### config.mk
export PLATFORM = sky130hd
export DESIGN_NAME = x64_instruction_length_decoder_top
export DESIGN_NICKNAME = d
export VERILOG_FILES = /design/src/hdl/xild_pkg.sv /design/src/hdl/xild_core.sv /design/src/hdl/x64_instruction_length_decoder_top.sv
export SDC_FILE = /design/constraint.sdc
export NUM_CORES = 1
export LEC_CHECK = 0
export BUFFER_PORTS_ARGS = -buffer_cell sky130_fd_sc_hd__clkbuf_2
export CAP_MARGIN = 20
export CORE_MARGIN = 2
export CORE_UTILIZATION = 50
export DETAILED_ROUTE_END_ITERATION = 10
export PLACE_DENSITY = 0.68
export SYNTH_ARGS = -nofsm -noshare
export SYNTH_HDL_FRONTEND = slang
export SYNTH_SLANG_ARGS = --single-unit
export TNS_END_PERCENT = 100
### constraint.sdc
create_clock -name clock -period 8.5 [get_ports clock]
set_input_delay 2.55 -clock clock [delete_from_list [all_inputs] [get_ports clock]]
set_output_delay 2.55 -clock clock [all_outputs]
set_load 0.1 [all_outputs]
### src/hdl/xild_pkg.sv
package xild_pkg;

   localparam int MaxPrefixesDefault = 6;

   localparam logic [2:0] PH_PREFIX = 3'd0;
   localparam logic [2:0] PH_ESC    = 3'd1;
   localparam logic [2:0] PH_ESC3   = 3'd2;
   localparam logic [2:0] PH_MODRM  = 3'd3;
   localparam logic [2:0] PH_SIB    = 3'd4;
   localparam logic [2:0] PH_DISP   = 3'd5;
   localparam logic [2:0] PH_IMM    = 3'd6;

   localparam logic [1:0] ST_OK    = 2'd0;
   localparam logic [1:0] ST_FAIL  = 2'd1;
   localparam logic [1:0] ST_UNSUP = 2'd2;

   localparam logic [1:0] BR_NONE   = 2'd0;
   localparam logic [1:0] BR_REL8   = 2'd1;
   localparam logic [1:0] BR_NEAR32 = 2'd2;
   localparam logic [1:0] BR_LOOP   = 2'd3;

   typedef struct packed {
      logic [1:0] status;
      logic [4:0] insn_length;
      logic [2:0] opcode_offset;
      logic [4:0] disp_offset;
      logic [2:0] disp_size;
      logic       rip_relative;
      logic [1:0] branch_kind;
   } result_type;

endpackage

### src/hdl/xild_core.sv
module xild_core #(
   parameter int MAX_PREFIXES = xild_pkg::MaxPrefixesDefault
) (
   input  logic                  clock,
   input  logic                  reset,
   input  logic                  step,
   input  logic [7:0]            code_byte,
   input  logic                  window_end,
   output logic                  emit,
   output xild_pkg::result_type  result
);

   localparam logic [4:0] MaxPfx = 5'(MAX_PREFIXES);
   localparam logic [1:0] R_MORE = 2'd0;
   localparam logic [1:0] R_DONE = 2'd1;
   localparam logic [1:0] R_FAIL = 2'd2;
   localparam logic [1:0] R_UNSUP = 2'd3;

   logic [2:0] phase_ff, phase_in;
   logic [4:0] pos_ff, pos_in;
   logic       op16_ff, op16_in, a32_ff, a32_in, rep_ff, rep_in, rexw_ff, rexw_in;
   logic [1:0] map_ff, map_in;
   logic [7:0] opc_ff, opc_in, modrm_ff, modrm_in;
   logic [3:0] brem_ff, brem_in, imm_ff, imm_in;
   logic [4:0] doff_ff, doff_in;
   logic [2:0] dsz_ff, dsz_in;
   logic       rip_ff, rip_in;
   logic [1:0] br_ff, br_in;
   logic [2:0] opos_ff, opos_in;

   logic [1:0] r;
   logic [3:0] immz;
   logic [7:0] b;
   logic [1:0] md;
   logic [2:0] rm;

   always_comb begin
      b = code_byte;
      immz = op16_ff ? 4'd2 : 4'd4;
      md = b[7:6];
      rm = b[2:0];
      pos_in = pos_ff + 5'd1;
      phase_in = phase_ff;
      op16_in = op16_ff; a32_in = a32_ff; rep_in = rep_ff; rexw_in = rexw_ff;
      map_in = map_ff; opc_in = opc_ff; modrm_in = modrm_ff;
      brem_in = brem_ff; imm_in = imm_ff;
      doff_in = doff_ff; dsz_in = dsz_ff; rip_in = rip_ff; br_in = br_ff;
      opos_in = opos_ff;
      r = R_FAIL;
      case (phase_ff)
         xild_pkg::PH_PREFIX: begin
            if (b == 8'h66 || b == 8'h67 || b == 8'hF3 || b == 8'hF0 || b == 8'hF2 ||
                b == 8'h2E || b == 8'h36 || b == 8'h3E || b == 8'h26 ||
                b == 8'h64 || b == 8'h65 || b[7:4] == 4'h4) begin
               if (b[7:4] == 4'h4) rexw_in = b[3];
               else begin
                  rexw_in = 1'b0;
                  if (b == 8'h66) op16_in = 1'b1;
                  else if (b == 8'h67) a32_in = 1'b1;
                  else if (b == 8'hF3) rep_in = 1'b1;
               end
               r = (pos_in > MaxPfx) ? R_FAIL : R_MORE;
            end else begin
               opos_in = pos_ff[2:0];
               opc_in = b;
               r = R_DONE;
               if (b == 8'h0F) begin
                  map_in = 2'd1; phase_in = xild_pkg::PH_ESC; r = R_MORE;
               end else if (b <= 8'h3F) begin
                  if (rm == 3'd4) imm_in = 4'd1;
                  else if (rm == 3'd5) imm_in = immz;
                  else if (rm >= 3'd6) r = R_UNSUP;
                  else begin
                     imm_in = 4'd0; phase_in = xild_pkg::PH_MODRM; r = R_MORE;
                  end
               end else if ((b >= 8'h50 && b <= 8'h5F) || (b >= 8'h90 && b <= 8'h99) ||
                  (b >= 8'h9B && b <= 8'h9F) || b == 8'hC3 || b == 8'hC9 || b == 8'hCB ||
                  b == 8'hCC || b == 8'hCF || b == 8'hF1 || b == 8'hF4 || b == 8'hF5 ||
                  (b >= 8'hF8 && b <= 8'hFD) || (b >= 8'h6C && b <= 8'h6F) ||
                  (b >= 8'hA4 && b <= 8'hA7) || (b >= 8'hAA && b <= 8'hAF) ||
                  (b >= 8'hEC && b <= 8'hEF)) begin
                  r = R_DONE;
               end else if (b == 8'h60 || b == 8'h61 || b == 8'h62 || b == 8'h82 ||
                  b == 8'h9A || b == 8'hC4 || b == 8'hC5 || b == 8'hCE || b == 8'hD4 ||
                  b == 8'hD5 || b == 8'hEA) begin
                  r = R_UNSUP;
               end else if (b == 8'h63 || (b >= 8'h84 && b <= 8'h8F) ||
                  (b >= 8'hD0 && b <= 8'hD3) || (b >= 8'hD8 && b <= 8'hDF) ||
                  b == 8'hFE || b == 8'hFF || b == 8'hF6 || b == 8'hF7) begin
                  imm_in = 4'd0; phase_in = xild_pkg::PH_MODRM; r = R_MORE;
               end else if ((b >= 8'h70 && b <= 8'h7F) || b == 8'hEB) begin
                  doff_in = pos_in; dsz_in = 3'd1; rip_in = 1'b0;
                  br_in = xild_pkg::BR_REL8;
                  brem_in = 4'd1;
               end else if (b >= 8'hE0 && b <= 8'hE3) begin
                  doff_in = pos_in; dsz_in = 3'd1; rip_in = 1'b0;
                  br_in = xild_pkg::BR_LOOP;
                  brem_in = 4'd1;
               end else if (b == 8'hE8 || b == 8'hE9) begin
                  doff_in = pos_in; dsz_in = 3'd4; rip_in = 1'b0;
                  br_in = xild_pkg::BR_NEAR32;
                  brem_in = 4'd4;
               end else if (b >= 8'hB8 && b <= 8'hBF) begin
                  imm_in = rexw_ff ? 4'd8 : immz;
               end else if (b >= 8'hA0 && b <= 8'hA3) begin
                  imm_in = a32_ff ? 4'd4 : 4'd8;
               end else if ((b >= 8'hB0 && b <= 8'hB7) || (b >= 8'hE4 && b <= 8'hE7) ||
                  b == 8'h6A || b == 8'hA8 || b == 8'hCD) begin
                  imm_in = 4'd1;
               end else if (b == 8'h68 || b == 8'hA9) begin
                  imm_in = immz;
               end else if (b == 8'hC2 || b == 8'hCA) begin
                  imm_in = 4'd2;
               end else if (b == 8'hC8) begin
                  imm_in = 4'd3;
               end else if (b == 8'h6B || b == 8'h80 || b == 8'h83 || b == 8'hC0 ||
                  b == 8'hC1 || b == 8'hC6) begin
                  imm_in = 4'd1; phase_in = xild_pkg::PH_MODRM; r = R_MORE;
               end else if (b == 8'h69 || b == 8'h81 || b == 8'hC7) begin
                  imm_in = immz; phase_in = xild_pkg::PH_MODRM; r = R_MORE;
               end else begin
                  r = R_FAIL;
               end
            end
         end
         xild_pkg::PH_ESC: begin
            opc_in = b;
            r = R_MORE;
            if (b == 8'h38 || b == 8'h3A) begin
               map_in = (b == 8'h38) ? 2'd2 : 2'd3; phase_in = xild_pkg::PH_ESC3;
            end else if (b[7:4] == 4'h8) begin
               doff_in = pos_in; dsz_in = 3'd4; rip_in = 1'b0;
               br_in = xild_pkg::BR_NEAR32;
               brem_in = 4'd4; r = R_DONE;
            end else if ((b >= 8'h05 && b <= 8'h09) || b == 8'h0B || b == 8'h0E ||
               (b >= 8'h30 && b <= 8'h35) || b == 8'h77 || b == 8'hA2 || b == 8'hAA ||
               (b >= 8'hC8 && b <= 8'hCF)) begin
               r = R_DONE;
            end else if ((b >= 8'h70 && b <= 8'h73) || b == 8'hA4 || b == 8'hAC ||
               b == 8'hBA || b == 8'hC2 || (b >= 8'hC4 && b <= 8'hC6) || b == 8'h0F) begin
               imm_in = 4'd1; phase_in = xild_pkg::PH_MODRM;
            end else if (b == 8'hB8 && !rep_ff) begin
               r = R_UNSUP;
            end else begin
               imm_in = 4'd0; phase_in = xild_pkg::PH_MODRM;
            end
         end
         xild_pkg::PH_ESC3: begin
            opc_in = b;
            imm_in = (map_ff == 2'd3) ? 4'd1 : 4'd0;
            phase_in = xild_pkg::PH_MODRM;
            r = R_MORE;
         end
         xild_pkg::PH_MODRM: begin
            modrm_in = b;
            if (map_ff == 2'd0 && (opc_ff == 8'hF6 || opc_ff == 8'hF7) && b[5:4] == 2'd0)
               imm_in = (opc_ff == 8'hF6) ? 4'd1 : immz;
            r = R_DONE;
            if (md == 2'd3) r = R_DONE;
            else if (rm == 3'd4) begin phase_in = xild_pkg::PH_SIB; r = R_MORE; end
            else begin
               if (md == 2'd0 && rm == 3'd5) begin
                  doff_in = pos_in; dsz_in = 3'd4; rip_in = 1'b1;
                  br_in = xild_pkg::BR_NONE;
                  brem_in = 4'd4;
               end else if (md != 2'd0) begin
                  doff_in = pos_in; dsz_in = md[0] ? 3'd1 : 3'd4; rip_in = 1'b0;
                  br_in = xild_pkg::BR_NONE; brem_in = md[0] ? 4'd1 : 4'd4;
               end else brem_in = 4'd0;
            end
         end
         xild_pkg::PH_SIB: begin
            r = R_DONE;
            if ((modrm_ff[7:6] == 2'd0 && rm == 3'd5) || modrm_ff[7:6] == 2'd2) begin
               doff_in = pos_in; dsz_in = 3'd4; rip_in = 1'b0; br_in = xild_pkg::BR_NONE;
               brem_in = 4'd4;
            end else if (modrm_ff[7:6] == 2'd1) begin
               doff_in = pos_in; dsz_in = 3'd1; rip_in = 1'b0; br_in = xild_pkg::BR_NONE;
               brem_in = 4'd1;
            end else brem_in = 4'd0;
         end
         xild_pkg::PH_DISP: begin
            if (brem_ff != 4'd0) brem_in = brem_ff - 4'd1;
            r = R_DONE;
         end
         xild_pkg::PH_IMM: begin
            if (imm_ff != 4'd0) imm_in = imm_ff - 4'd1;
            r = R_DONE;
         end
         default: r = R_FAIL;
      endcase
      // finish: move on to what is still due
      if (r == R_DONE) begin
         if (brem_in != 4'd0) begin phase_in = xild_pkg::PH_DISP; r = R_MORE; end
         else if (imm_in != 4'd0) begin phase_in = xild_pkg::PH_IMM; r = R_MORE; end
      end
      if (r == R_MORE && window_end) r = R_FAIL;
      emit = (r != R_MORE);
      result = '0;
      if (r == R_DONE) begin
         result.insn_length = pos_in;
         result.opcode_offset = opos_in;
         result.disp_offset = doff_in;
         result.disp_size = dsz_in;
         result.rip_relative = rip_in;
         result.branch_kind = br_in;
      end else begin
         result.status = (r == R_UNSUP) ? xild_pkg::ST_UNSUP : xild_pkg::ST_FAIL;
      end
   end

   always_ff @(posedge clock) begin
      if (reset || (step && emit)) begin
         phase_ff <= xild_pkg::PH_PREFIX; pos_ff <= '0;
         op16_ff <= 1'b0; a32_ff <= 1'b0; rep_ff <= 1'b0; rexw_ff <= 1'b0;
         map_ff <= '0; opc_ff <= '0; modrm_ff <= '0; brem_ff <= '0; imm_ff <= '0;
         doff_ff <= '0; dsz_ff <= '0; rip_ff <= 1'b0; br_ff <= '0; opos_ff <= '0;
      end else if (step) begin
         phase_ff <= phase_in; pos_ff <= pos_in;
         op16_ff <= op16_in; a32_ff <= a32_in; rep_ff <= rep_in; rexw_ff <= rexw_in;
         map_ff <= map_in; opc_ff <= opc_in; modrm_ff <= modrm_in;
         brem_ff <= brem_in; imm_ff <= imm_in;
         doff_ff <= doff_in; dsz_ff <= dsz_in; rip_ff <= rip_in; br_ff <= br_in;
         opos_ff <= opos_in;
      end
   end

   a_phase_ok: assert property (@(posedge clock) disable iff (reset)
      phase_ff != 3'd7) else $error("bad phase");
   a_fail_clean: assert property (@(posedge clock) disable iff (reset)
      emit && result.status != xild_pkg::ST_OK |-> result.insn_length == 5'd0)
      else $error("fail with length");
   a_restart: assert property (@(posedge clock) disable iff (reset)
      step && emit |=> pos_ff == 5'd0) else $error("no restart");

endmodule

### src/hdl/x64_instruction_length_decoder_top.sv
// Channel  Dir  Word
// req      in   tdata[7:0] code_byte, tlast window_end
// rsp      out  tdata[23:0] status..branch_kind
// One byte per cycle while not stalled; a byte is decoded from the input
// register and the result is registered, so a result is valid once its final
// byte has passed through the input register and the result register.
// Synchronous active-high reset clears all decode state.
// Input stalls only while a finishing byte waits on a full result register.
module x64_instruction_length_decoder_top #(
   parameter int MAX_PREFIXES = xild_pkg::MaxPrefixesDefault
) (
   input  logic        clock,
   input  logic        reset,
   input  logic        req_tvalid,
   output logic        req_tready,
   input  logic [7:0]  req_tdata,   // code_byte
   input  logic        req_tlast,   // window_end
   output logic        rsp_tvalid,
   input  logic        rsp_tready,
   output logic [23:0] rsp_tdata    // status, insn_length, opcode_offset,
                                    // disp_offset, disp_size, rip_relative,
                                    // branch_kind, 3 zero bits
);

   logic                 in_v_ff;
   logic [7:0]           in_b_ff;
   logic                 in_l_ff;
   logic                 step, emit;
   xild_pkg::result_type res;
   logic                 out_v_ff;
   logic [23:0]          out_d_ff;

   // core step stalls only when it would emit into a full result register
   assign step = in_v_ff && !(emit && out_v_ff && !rsp_tready);
   assign req_tready = !in_v_ff || step;

   always_ff @(posedge clock) begin
      if (reset) in_v_ff <= 1'b0;
      else if (req_tready) in_v_ff <= req_tvalid;
      if (req_tready) begin
         in_b_ff <= req_tdata;
         in_l_ff <= req_tlast;
      end
   end

   xild_core #(.MAX_PREFIXES(MAX_PREFIXES)) u_core (
      .clock(clock), .reset(reset), .step(step), .code_byte(in_b_ff),
      .window_end(in_l_ff), .emit(emit), .result(res));

   always_ff @(posedge clock) begin
      if (reset) out_v_ff <= 1'b0;
      else if (step && emit) out_v_ff <= 1'b1;
      else if (rsp_tready) out_v_ff <= 1'b0;
      if (step && emit)
         out_d_ff <= {3'b000, res.branch_kind, res.rip_relative, res.disp_size,
                      res.disp_offset, res.opcode_offset, res.insn_length, res.status};
   end

   assign rsp_tvalid = out_v_ff;
   assign rsp_tdata = out_d_ff;

endmodule
==> load_flow_metrics.sql, run 1 <==
INSERT INTO impl_metrics (metric_group, metric, value, unit) VALUES
('status', 'status', 'completed', ''),
('timing', 'finalSetupViolCount', '0', ''),
('routing', 'via_per_inst', '6.79', ''),
('cells_and_area', 'layout_stage_area_growth_over_the_synthesis_result', '8.80', '%'),
('cells_and_area', 'n_antenna_cell', '0', ''),
('floorplan', 'die_width', '112', 'um'),
('clock_tree', 'resize_count_post_cts', '0', ''),
('synth', 'ys_ff_latch', '78', ''),
('routing', 'drt-total-wl', '19.5', 'mm'),
('timing', 'layout_worst_path_cycle_share', '91.5', '%'),
('timing', 'max_slew_margin', '30.9', '%'),
('floorplan', 'initial_core_util', '50.9', '%'),
('critical_path', 'worst_path_required', '5.95', 'ns'),
('timing', 'rsz_0062_raised_after_global_routing', 'no', ''),
('critical_path', 'setup.worst_path.end_class', 'primary output', ''),
('timing', 'setup_skew_after_layout', '0.00909', 'ns'),
('clock_tree', 'cts_tree', 'built', ''),
('cells_and_area', 'multi_input_combinational_cell_area', '3540', 'sq um'),
('placed_design', 'hpwl', '14.3', 'mm'),
('global_route', 'grt_usage', '31.3', '%'),
('timing', 'setup_ws', '0.726', 'ns'),
('global_route', 'largest_net_degree_at_the_start_of_global_routing', '41', ''),
('synth', 'syn-instance-count', '705', ''),
('placed_design', 'buffer_ports.inserted', '35', ''),
('routing', 'detailedRoute.firstIterationViolations', '1003', ''),
('cells_and_area', 'nNetsFinal', '731', ''),
('critical_path', 'type_of_element_launching_the_critical_path', 'flip-flop', ''),
('cells_and_area', 'sequential_cell_area', '1860', 'sq um'),
('timing', 'total_negative_slack', '0', 'ns'),
('power', 'vdd_ir_drop_max', '0.163', 'mV'),
('run', 'cap_viol_max_count', '0', ''),
('synth', 'average_cell_area_after_synthesis', '8.21', 'sq um'),
('routing', 'detailroute.via_count', '5853', ''),
('synth', 'yosysUniqueCellTypes', '88', ''),
('clock_tree', 'clock_latency', '0.35', 'ns'),
('global_route', 'grt_pass1_vias', '5343', ''),
('critical_path', 'critPathKind', 'reg -> out', ''),
('floorplan', 'std_cell_rows', '39', ''),
('synth', 'yosysTopAreaCell', 'dfxtp_1', ''),
('routing', 'drt_pre_antenna_iters', '7', ''),
('timing', 'timing_max_transition_violations_final', '0', ''),
('synth', 'ys.warnings.count', '0', ''),
('synth', 'synth_top_area_share', '16.6', '%'),
('critical_path', 'crit_path_max_fanout', '23', ''),
('cells_and_area', 'fillers', '1069', ''),
('clock_tree', 'total_clock_sinks', '78', ''),
('routing', 'drt-wirelength-per-cell', '22.7', 'um'),
('synth', 'synth_ff_type', 'dfxtp_1', ''),
('clock_tree', 'clk_transition_reported_paths', '0.06', 'ns'),
('clock_tree', 'clock_tree.root_cell', 'clkbuf_16', ''),
('synth', 'synth.area.top_cells', 'dfxtp_1 (17%), edfxtp_1 (16%), nor2_1 (4.9%)', ''),
('clock_tree', 'clock_path_buffers', '2', ''),
('floorplan', 'die_y', '112', 'um'),
('floorplan', 'boundaryPins', '39', ''),
('synth', 'synth_seq_area_share', '32.2', '%'),
('power', 'pwr_density_cell', '219', 'nW/um^2'),
('routing', 'detail-route-antenna-nets', '0', ''),
('critical_path', 'worst-endpoint-arrival', '5.22', 'ns'),
('power', 'power.static_leakage', '2.29', 'nW'),
('placed_design', 'place_ws', '1.22', 'ns'),
('synth', 'synth-async-reset-ratio', '0', '%'),
('hold_path', 'min-delay-path-class', 'reg -> reg', ''),
('timing', 'hold_viol_final', '0', ''),
('routing', 'remaining_drc_errors', '0', ''),
('synth', 'synth-edff-count', '30', ''),
('floorplan', 'fp.dieArea', '12400', 'sq um'),
('cells_and_area', 'post_route_cells_drive_above_1_share', '13.8', '%'),
('global_route', 'antenna_found_initial', '0', ''),
('clock_tree', 'cts_hold_repair.buffers', '0', ''),
('global_route', 'grt_pass1_wl', '30.6', 'mm'),
('timing', 'worst_pin_slew', '1.04', 'ns'),
('clock_tree', 'post_cts_buffers', '0', ''),
('global_route', 'overflow', '0', ''),
('clock_tree', 'cts_buffers', '9', ''),
('placed_design', 'gp_congestion', '0.972', ''),
('timing', 'period_needed', '7.77', 'ns'),
('timing', 'timing.fmax', '0.129', 'GHz'),
('clock_tree', 'htreeDepth', '3', ''),
('synth', 'netlist_area', '5790', 'sq um'),
('floorplan', 'coreArea', '11400', 'sq um');
[synth_stat cells (15+ instances only)]
cell type and number:
nor2_1 75, nand2_1 63, dfxtp_1 48, a21oi_1 44, edfxtp_1 30, nand3_1 25, o21ai_0 25, a211oi_1 23
nor2b_1 23, clkbuf_1 22, mux2i_1 22, buf_2 20, nor3_1 19, inv_1 15
[layer usage]
layer,vias to the layer above,routed length (um),track usage (%)
li1,2681,-,-
met1,2776,8760,46.8
met2,349,8150,44.0
met3,47,2130,8.38
met4,0,488,9.96
met5,-,0,0
[state kept, by name, summed over array words and instances (netlist names), 2 cells and up]
register         flops
in_b_ff              8
rsp_tdata           21
u_core.br_ff         2
u_core.brem_ff       4
u_core.doff_ff       5
u_core.dsz_ff        3
u_core.imm_ff        4
u_core.map_ff        2
u_core.modrm_ff      2
u_core.opc_ff        8
u_core.opos_ff       3
u_core.phase_ff      3
u_core.pos_ff        5
[report_power, final]
| part | switching (mW) | internal, mW |
|---|---|---|
| sequential | 0.0404 | 0.422 |
| clock | 0.160 | 0.245 |
| combinational | 0.360 | 0.153 |
| total | 0.561 | 0.821 |
[worst max-delay path, stage by stage, from the launching register on]
cell and delay (ns):
edfxtp_1 0.69, nor2_1 0.78, nand2_1 0.16, nor3_1 0.68, o21ai_0 0.16, a31oi_1 0.20, a22oi_1 0.11, a221o_1 0.41
nor4_4 0.43, nor2b_1 0.27, o31ai_1 0.16, or2_1 0.40, clkbuf_2 0.44
[cells in the final DEF (no fill, tap or decap), types with 8 or more instances in the layout]
cell and instances:
o21ai_0 25, a21oi_1 44, inv_1 15, or3_1 8, dfxtp_1 48, a211oi_1 23
buf_4 21, o211ai_1 10, nand3_1 25, a22oi_1 8, o31ai_1 8, mux2i_1 22
edfxtp_1 30, nor2b_1 23, nor2_1 74, nand2_1 63, nand2b_1 13, clkbuf_2 35
a31oi_1 12, nor3_1 19, clkbuf_16 10
[per-stage QoR]
step	cell area (sq um)	hold WS, ns	cells	power (mW)	util (%)
2_1_floorplan	5790	0.405	707	0.837	-
3_3_place_gp	5970	0.415	845	0.965	52.5
3_5_place_dp	5970	0.427	845	0.966	52.5
4_1_cts	6280	0.435	861	1.37	55.2
5_1_grt	6290	0.454	862	1.44	55.4
6_report	6290	0.431	862	1.38	55.4
[cell type report]
type / count / area share, %
multi-input cells: 552 / 56.2
inverters: 16 / 0.954
flip-flops and latches: 78 / 29.6
repair buffers: 57 / 5.53
well taps: 143 / 2.84
clock buffers: 11 / 4.03
clock inverters: 5 / 0.894
[path summary, 6_finish.rpt]
path	end	slack [ns]	depth (start not counted)	from
setup / recovery	req_tready	0.73	12	in_b_ff[7]
hold / removal	u_core.dsz_ff[1]	0.43	2	u_core.dsz_ff[1]
setup reg to reg	u_core.imm_ff[0]	3.27	13	in_b_ff[7]
hold reg to reg	u_core.dsz_ff[1]	0.43	2	u_core.dsz_ff[1]
[kinds of logic (layout without fill, tap and decap cells)]
logic type               after synthesis  in the layout  share of synthesized area (%)
AO/OA/AOI/OAI                        212            212                           26.6
XOR/XNOR                               6              6                          0.908
adder cells (fa/ha/maj)                4              4                          0.865
buffers and inverters                 77             89                           6.99
flip-flops                            78             78                           32.2
multiplexers                          23             23                           4.00
other                                  1              3                         0.0648
AND/OR/NAND/NOR                      304            304                           28.4
Power figures use the tool's default switching activity.
==> run 2: changes to the inputs <==
--- a/config.mk
+++ b/config.mk
@@ -5,12 +5,13 @@
 export SDC_FILE = /design/constraint.sdc
 export NUM_CORES = 1
 export LEC_CHECK = 0
-export BUFFER_PORTS_ARGS = -buffer_cell sky130_fd_sc_hd__clkbuf_2
 export CAP_MARGIN = 20
+export CORE_ASPECT_RATIO = 0.8
 export CORE_MARGIN = 2
 export CORE_UTILIZATION = 50
 export DETAILED_ROUTE_END_ITERATION = 10
-export PLACE_DENSITY = 0.68
+export DONT_BUFFER_PORTS = 1
+export SLEW_MARGIN = 20
 export SYNTH_ARGS = -nofsm -noshare
 export SYNTH_HDL_FRONTEND = slang
 export SYNTH_SLANG_ARGS = --single-unit
==> run 2 against run 1 <==
- via count fell by 2.3%
- hold slack improved by 0.012 ns
- die area barely moved
- sequential share of layout area rose by 0.86 points
- wire length fell by 1.4%
- clock skew fell by 0.0027 ns
- count of clock-buffer cells in the layout fell by 1
- core utilization fell by 1.6 points
- register-to-register slack got worse by 0.30 ns
- combinational power fell by 19%
==> load_flow_metrics.sql, run 2 (synthesis gave the netlist of run 1 again) <==
INSERT INTO impl_metrics (metric_group, metric, value, unit) VALUES
('power', 'combinational_share_of_power', '30.8', '%'),
('cells_and_area', 'most-common-layout-cells', 'nor2_1 (74), nand2_1 (63), dfxtp_1 (48)', ''),
('timing', 'hold_viol_final', '0', ''),
('critical_path', 'crit_path_max_fanout', '24', ''),
('clock_tree', 'htreeDepth', '3', ''),
('global_route', 'grt_pass1_vias', '5318', ''),
('hold_path', 'min-delay-path-class', 'reg -> reg', ''),
('routing', 'detail-route-antenna-nets', '0', ''),
('cells_and_area', 'largest_register_ff_count', '21', ''),
('routing', 'drt_pre_antenna_iters', '6', ''),
('clock_tree', 'clock_tree.root_cell', 'clkbuf_16', ''),
('routing', 'drt-wirelength-per-cell', '23.2', 'um'),
('critical_path', 'r2r_setup_slack', '2.97', 'ns'),
('global_route', 'grt_usage', '30.8', '%'),
('cells_and_area', 'layout_commonest_cell', 'nor2_1', ''),
('global_route', 'antenna_found_initial', '0', ''),
('cells_and_area', 'multi_input_combinational_cell_area', '3550', 'sq um'),
('global_route', 'overflow', '0', ''),
('placed_design', 'hpwl', '13.7', 'mm'),
('timing', 'timing.fmax', '0.128', 'GHz'),
('floorplan', 'initial_core_util', '50.8', '%'),
('floorplan', 'fp.dieArea', '12500', 'sq um'),
('timing', 'setup_skew_after_layout', '0.00644', 'ns'),
('global_route', 'grt_pass1_wl', '30.2', 'mm'),
('critical_path', 'worst-endpoint-arrival', '5.27', 'ns'),
('timing', 'finalHoldWorstSlack', '0.442', 'ns'),
('routing', 'remaining_drc_errors', '0', ''),
('clock_tree', 'clk_transition_reported_paths', '0.06', 'ns'),
('timing', 'period_needed', '7.82', 'ns'),
('power', 'pwr_density_cell', '221', 'nW/um^2'),
('power', 'netSwitchingFraction', '41.1', '%'),
('power', 'power_frac_seq', '40.2', '%'),
('global_route', 'largest_net_degree_at_the_start_of_global_routing', '41', ''),
('power', 'internal_power', '0.798', 'mW'),
('power', 'power.static_leakage', '2.12', 'nW'),
('cells_and_area', 'post_route_cells_drive_above_1_share', '9.22', '%'),
('floorplan', 'coreArea', '11400', 'sq um'),
('clock_tree', 'resize_count_post_cts', '0', ''),
('cells_and_area', 'sequential_cell_area', '1860', 'sq um'),
('timing', 'total_negative_slack', '0', 'ns'),
('clock_tree', 'cts_tree', 'built', ''),
('clock_tree', 'clock_path_buffers', '2', ''),
('timing', 'worst_pin_slew', '1.10', 'ns'),
('cells_and_area', 'nNetsFinal', '695', ''),
('timing', 'rsz_0062_raised_after_global_routing', 'no', ''),
('timing', 'layout_worst_path_cycle_share', '92.0', '%'),
('clock_tree', 'total_clock_sinks', '78', ''),
('timing', 'finalSetupViolCount', '0', ''),
('placed_design', 'buffer_ports.inserted', '0', ''),
('floorplan', 'die_width', '124', 'um'),
('status', 'status', 'completed', ''),
('clock_tree', 'clock_latency', '0.34', 'ns'),
('timing', 'timing_max_transition_violations_final', '0', ''),
('placed_design', 'gp_congestion', '1.02', ''),
('clock_tree', 'post_cts_buffers', '0', ''),
('power', 'pwr-share-clk', '29.0', '%'),
('critical_path', 'slowest_stage_delay_on_critical_path', '0.83', 'ns'),
('critical_path', 'critical_path.slowest_cell', 'edfxtp_1', ''),
('cells_and_area', 'n_antenna_cell', '0', ''),
('floorplan', 'die_y', '100', 'um'),
('run', 'cap_viol_max_count', '0', ''),
('floorplan', 'std_cell_rows', '35', ''),
('cells_and_area', 'fillers', '1089', ''),
('routing', 'drt-total-wl', '19.2', 'mm'),
('cells_and_area', 'layout_stage_area_growth_over_the_synthesis_result', '5.73', '%'),
('routing', 'detailedRoute.firstIterationViolations', '632', ''),
('critical_path', 'worst_path_required', '5.95', 'ns'),
('floorplan', 'boundaryPins', '39', ''),
('timing', 'max_slew_margin', '26.9', '%'),
('power', 'power_switching', '0.557', 'mW'),
('routing', 'detailroute.via_count', '5721', ''),
('critical_path', 'setup.worst_path.end_class', 'primary output', ''),
('critical_path', 'type_of_element_launching_the_critical_path', 'flip-flop', ''),
('critical_path', 'path_cells', 'buf_4 > nor4b_1 > o311ai_1 > o311ai_1 > nor4_1 > nand2_1 > a21oi_1 > a221o_1 > nor4_4 > buf_4 > nor2b_1 > o31ai_1 > or2_1', ''),
('routing', 'via_per_inst', '6.88', ''),
('clock_tree', 'cts_hold_repair.buffers', '0', ''),
('critical_path', 'critPathKind', 'reg -> out', ''),
('power', 'vdd_ir_drop_max', '0.149', 'mV'),
('clock_tree', 'cts_buffers', '9', '');
run 2: changes by cell type in the layout (fill, tap and decap cells not counted):
| cell | previous run | this run |
|---|---|---|
| clkbuf_2 | 35 | 0 |
| clkinv_2 | 2 | 0 |
| clkinvlp_4 | 1 | 3 |
| buf_8 | 1 | 0 |
| clkbuf_16 | 10 | 9 |
| inv_6 | 1 | 2 |
| nor2_2 | 2 | 1 |
| nor2_4 | 0 | 1 |
| o2bb2ai_2 | 1 | 0 |
| o2bb2ai_4 | 0 | 1 |
run 2: stage by stage:
step           instances  utilization (%)  area (sq um)  setup slack, ns  power [mW]
3_5_place_dp         815             51.1          5810             1.31       0.952
3_3_place_gp         815             51.1          5810             1.38       0.950
5_1_grt              831             53.7          6120            0.338        1.41
2_1_floorplan        707                -          5790             1.96       0.837
6_report             831             53.7          6120            0.680        1.35
4_1_cts              831             53.7          6110            0.921        1.34
run 2: cell type report:
class / count / area share [%]
flip-flops and latches: 78 / 30.4
clock inverters: 6 / 1.15
inverters: 16 / 0.982
repair buffers: 21 / 2.58
clock buffers: 10 / 3.74
multi-input cells: 552 / 58.1
well taps: 148 / 3.03
run 2: worst paths after layout:
path / cells after the start / startpoint / to
setup reg to reg: 14 / in_b_ff[2] / in_l_ff
hold / removal: 2 / u_core.dsz_ff[1] / u_core.dsz_ff[1]
hold reg to reg: 2 / u_core.dsz_ff[1] / u_core.dsz_ff[1]
setup / recovery: 13 / in_b_ff[2] / req_tready
run 2: power groups by stage:
stage,Combinational (mW),Sequential [mW],Clock [mW]
final,0.418,0.544,0.393
after global routing,0.452,0.549,0.410
after CTS,0.404,0.542,0.398
after detailed placement,0.402,0.550,0
after global placement,0.401,0.549,0
after floorplan,0.318,0.519,0
run 2: worst max-delay path: cells and delay by family (launching register included):
kind / cells / cell delay (ns)
DFF: 1 / 0.83
AOI/OAI and AO/OA: 5 / 1.57
buffers and inverters: 2 / 0.54
and+or+nand+nor: 6 / 1.98
run 2: per-layer routing:
| layer | vias up | GRT usage, % | share of wire [%] |
|---|---|---|---|
| met1 | 2736 | 46.8 | 47 |
| li1 | 2611 | - | - |
| met4 | 0 | 8.47 | 1.8 |
| met2 | 342 | 44.3 | 41 |
| met5 | - | 0 | 0 |
| met3 | 32 | 6.08 | 10 |
==> run 3: changes to the inputs <==
==> constraint.sdc (replaced) <==
create_clock -name clock -period 8.5 [get_ports clock]
set_input_delay 0 -clock clock [delete_from_list [all_inputs] [get_ports clock]]
set_output_delay 0 -clock clock [all_outputs]
set_load 0.1 [all_outputs]
==> run 3 against run 2 <==
- die area is the same
- combinational power grew 3%
- non-clock buffer count grew 9
- hold slack lost 0.43 ns
- largest power group unchanged
==> load_flow_metrics.sql, run 3 (synthesis gave the netlist of run 1 again) <==
INSERT INTO impl_metrics (metric_group, metric, value, unit) VALUES
('status', 'status', 'completed', ''),
('critical_path', 'timing.critical_path.depth', '12', ''),
('timing', 'timing_max_transition_violations_final', '0', ''),
('timing', 'layout_worst_path_cycle_share', '62.2', '%'),
('timing', 'timing.fmax', '0.189', 'GHz'),
('run', 'cap_viol_max_count', '0', ''),
('critical_path', 'worst-endpoint-arrival', '5.29', 'ns'),
('global_route', 'grt_pass1_vias', '5274', ''),
('timing', 'finalSetupViolCount', '0', ''),
('hold_path', 'worst_hold_path.num_cells', '2', ''),
('global_route', 'antenna_found_initial', '0', ''),
('floorplan', 'coreArea', '11400', 'sq um'),
('floorplan', 'die_y', '100', 'um'),
('cells_and_area', 'largest_register_ff_count', '21', ''),
('routing', 'drt-wirelength-per-cell', '23.2', 'um'),
('clock_tree', 'total_clock_sinks', '78', ''),
('critical_path', 'worst_reg2reg_endpoint', 'in_b_ff[0]', ''),
('critical_path', 'crit_buf_inv', '1', ''),
('cells_and_area', 'layout_stage_area_growth_over_the_synthesis_result', '7.46', '%'),
('timing', 'total_negative_slack', '0', 'ns'),
('critical_path', 'r2r_setup_slack', '3.21', 'ns'),
('timing', 'hold_viol_final', '0', ''),
('power', 'power.static_leakage', '2.16', 'nW'),
('placed_design', 'buffer_ports.inserted', '0', ''),
('routing', 'via_per_inst', '6.96', ''),
('floorplan', 'std_cell_rows', '35', ''),
('timing', 'rsz_0062_raised_after_global_routing', 'no', ''),
('critical_path', 'endpoint', 'in_b_ff[0]', ''),
('timing', 'max_slew_margin', '33.4', '%'),
('global_route', 'grt_pass1_wl', '30.3', 'mm'),
('floorplan', 'die_width', '124', 'um'),
('global_route', 'overflow', '0', ''),
('cells_and_area', 'most-common-layout-cells', 'nor2_1 (74), nand2_1 (63), dfxtp_1 (48)', ''),
('placed_design', 'hpwl', '13.7', 'mm'),
('global_route', 'grt_usage', '31.0', '%'),
('critical_path', 'critPathKind', 'reg -> reg', ''),
('critical_path', 'worstSetupStartpoint', 'in_b_ff[3]', ''),
('critical_path', 'crit_path_max_fanout', '27', ''),
('clock_tree', 'resize_count_post_cts', '0', ''),
('power', 'pwr_density_cell', '218', 'nW/um^2'),
('power', 'p_total', '1.36', 'mW'),
('timing', 'period_needed', '5.29', 'ns'),
('routing', 'detailroute.via_count', '5845', ''),
('clock_tree', 'clock_tree.root_cell', 'clkbuf_16', ''),
('placed_design', 'gp_congestion', '0.997', ''),
('floorplan', 'fp.dieArea', '12500', 'sq um'),
('clock_tree', 'post_cts_buffers', '0', ''),
('critical_path', 'critPathTopFamily', 'simple AND/OR/NAND/NOR gates', ''),
('routing', 'detailedRoute.firstIterationViolations', '925', ''),
('critical_path', 'critical_path.slowest_cell', 'edfxtp_1', ''),
('critical_path', 'worst_path_required', '8.50', 'ns'),
('cells_and_area', 'n_antenna_cell', '0', ''),
('clock_tree', 'cts_tree', 'built', ''),
('critical_path', 'path_cells', 'or4b_2 > or4_1 > o31ai_1 > or4_1 > o211ai_1 > o2bb2ai_1 > a21oi_1 > nor4_4 > nor2b_1 > o31ai_1 > or2_1 > buf_4', ''),
('timing', 'setup_skew_after_layout', '0.0101', 'ns'),
('critical_path', 'type_of_element_launching_the_critical_path', 'flip-flop', ''),
('routing', 'remaining_drc_errors', '0', ''),
('timing', 'finalHoldWorstSlack', '0.0157', 'ns'),
('power', 'vdd_ir_drop_max', '0.140', 'mV'),
('cells_and_area', 'post_route_cells_drive_above_1_share', '8.53', '%'),
('critical_path', 'setup.worst_path.end_class', 'flip-flop', ''),
('clock_tree', 'cts_buffers', '9', ''),
('floorplan', 'initial_core_util', '50.8', '%'),
('critical_path', 'timing.reg2reg.worst_path_depth', '12', ''),
('clock_tree', 'htreeDepth', '3', ''),
('timing', 'worst_pin_slew', '0.998', 'ns'),
('clock_tree', 'cts_hold_repair.buffers', '13', ''),
('routing', 'detail-route-antenna-nets', '0', ''),
('floorplan', 'boundaryPins', '39', ''),
('routing', 'drt-total-wl', '19.5', 'mm'),
('cells_and_area', 'nNetsFinal', '704', ''),
('clock_tree', 'clock_latency', '0.34', 'ns'),
('routing', 'drt_pre_antenna_iters', '6', ''),
('critical_path', 'slowest_stage_delay_on_critical_path', '0.91', 'ns'),
('cells_and_area', 'layout_commonest_cell', 'nor2_1', ''),
('hold_path', 'min-delay-path-class', 'in -> reg', ''),
('clock_tree', 'clk_transition_reported_paths', '0.06', 'ns'),
('critical_path', 'r2r_start', 'in_b_ff[3]', ''),
('global_route', 'largest_net_degree_at_the_start_of_global_routing', '41', ''),
('clock_tree', 'clock_path_buffers', '2', '');
## run 3: cell count changes in the layout (fill, tap and decap cells not counted), sizes merged
cell and delta:
buf -4, dlygate4sd3 +13
## run 3: where the power goes
| part | internal [mW] | switching (mW) |
|---|---|---|
| sequential | 0.423 | 0.107 |
| clock | 0.230 | 0.163 |
| combinational | 0.144 | 0.289 |
## run 3: per-stage QoR
| step | util (%) | std cells | instance area [sq um] | setup slack, ns |
|---|---|---|---|---|
| after floorplan | - | 707 | 5790 | 4.09 |
| after CTS | 54.6 | 840 | 6210 | 3.15 |
| after detailed placement | 50.8 | 811 | 5780 | 3.16 |
| final | 54.6 | 840 | 6220 | 3.21 |
| after global routing | 54.6 | 840 | 6220 | 3.03 |
| after global placement | 50.8 | 811 | 5780 | 3.39 |
## run 3: layer usage
metal	vias up	part of all wire [%]	global-route usage (%)
met5	-	0	0
met4	0	2.3	7.87
met3	45	11	8.69
met2	356	41	44.9
met1	2803	46	45.5
li1	2641	-	-
## run 3: worst reg2reg max path, stage by stage, from the launching register on
cell	delay [ns]
edfxtp_1	0.91
or4b_2	0.76
or4_1	0.58
o31ai_1	0.16
or4_1	0.31
o211ai_1	0.15
o2bb2ai_1	0.17
a21oi_1	0.43
nor4_4	0.19
nor2b_1	0.20
o31ai_1	0.55
or2_1	0.19
buf_4	0.35
## run 3: worst min path at each step
| stage | start | end |
|---|---|---|
| after floorplan | reset | rsp_tvalid |
| after global routing | rsp_tready | in_v_ff |
| final | rsp_tready | in_v_ff |
| after CTS | rsp_tready | in_v_ff |
| after global placement | reset | rsp_tvalid |
| after detailed placement | reset | rsp_tvalid |
## run 3: cell type report
| class | count | area [sq um] |
|---|---|---|
| Clock buffer | 10 | 229 |
| Clock inverter | 6 | 70.1 |
| Fill cell | 1071 | 5170 |
| Inverter | 16 | 60.1 |
| Multi-Input combinational cell | 552 | 3550 |
| Sequential cell | 78 | 1860 |
| Tap cell | 148 | 185 |
| Timing Repair Buffer | 30 | 258 |
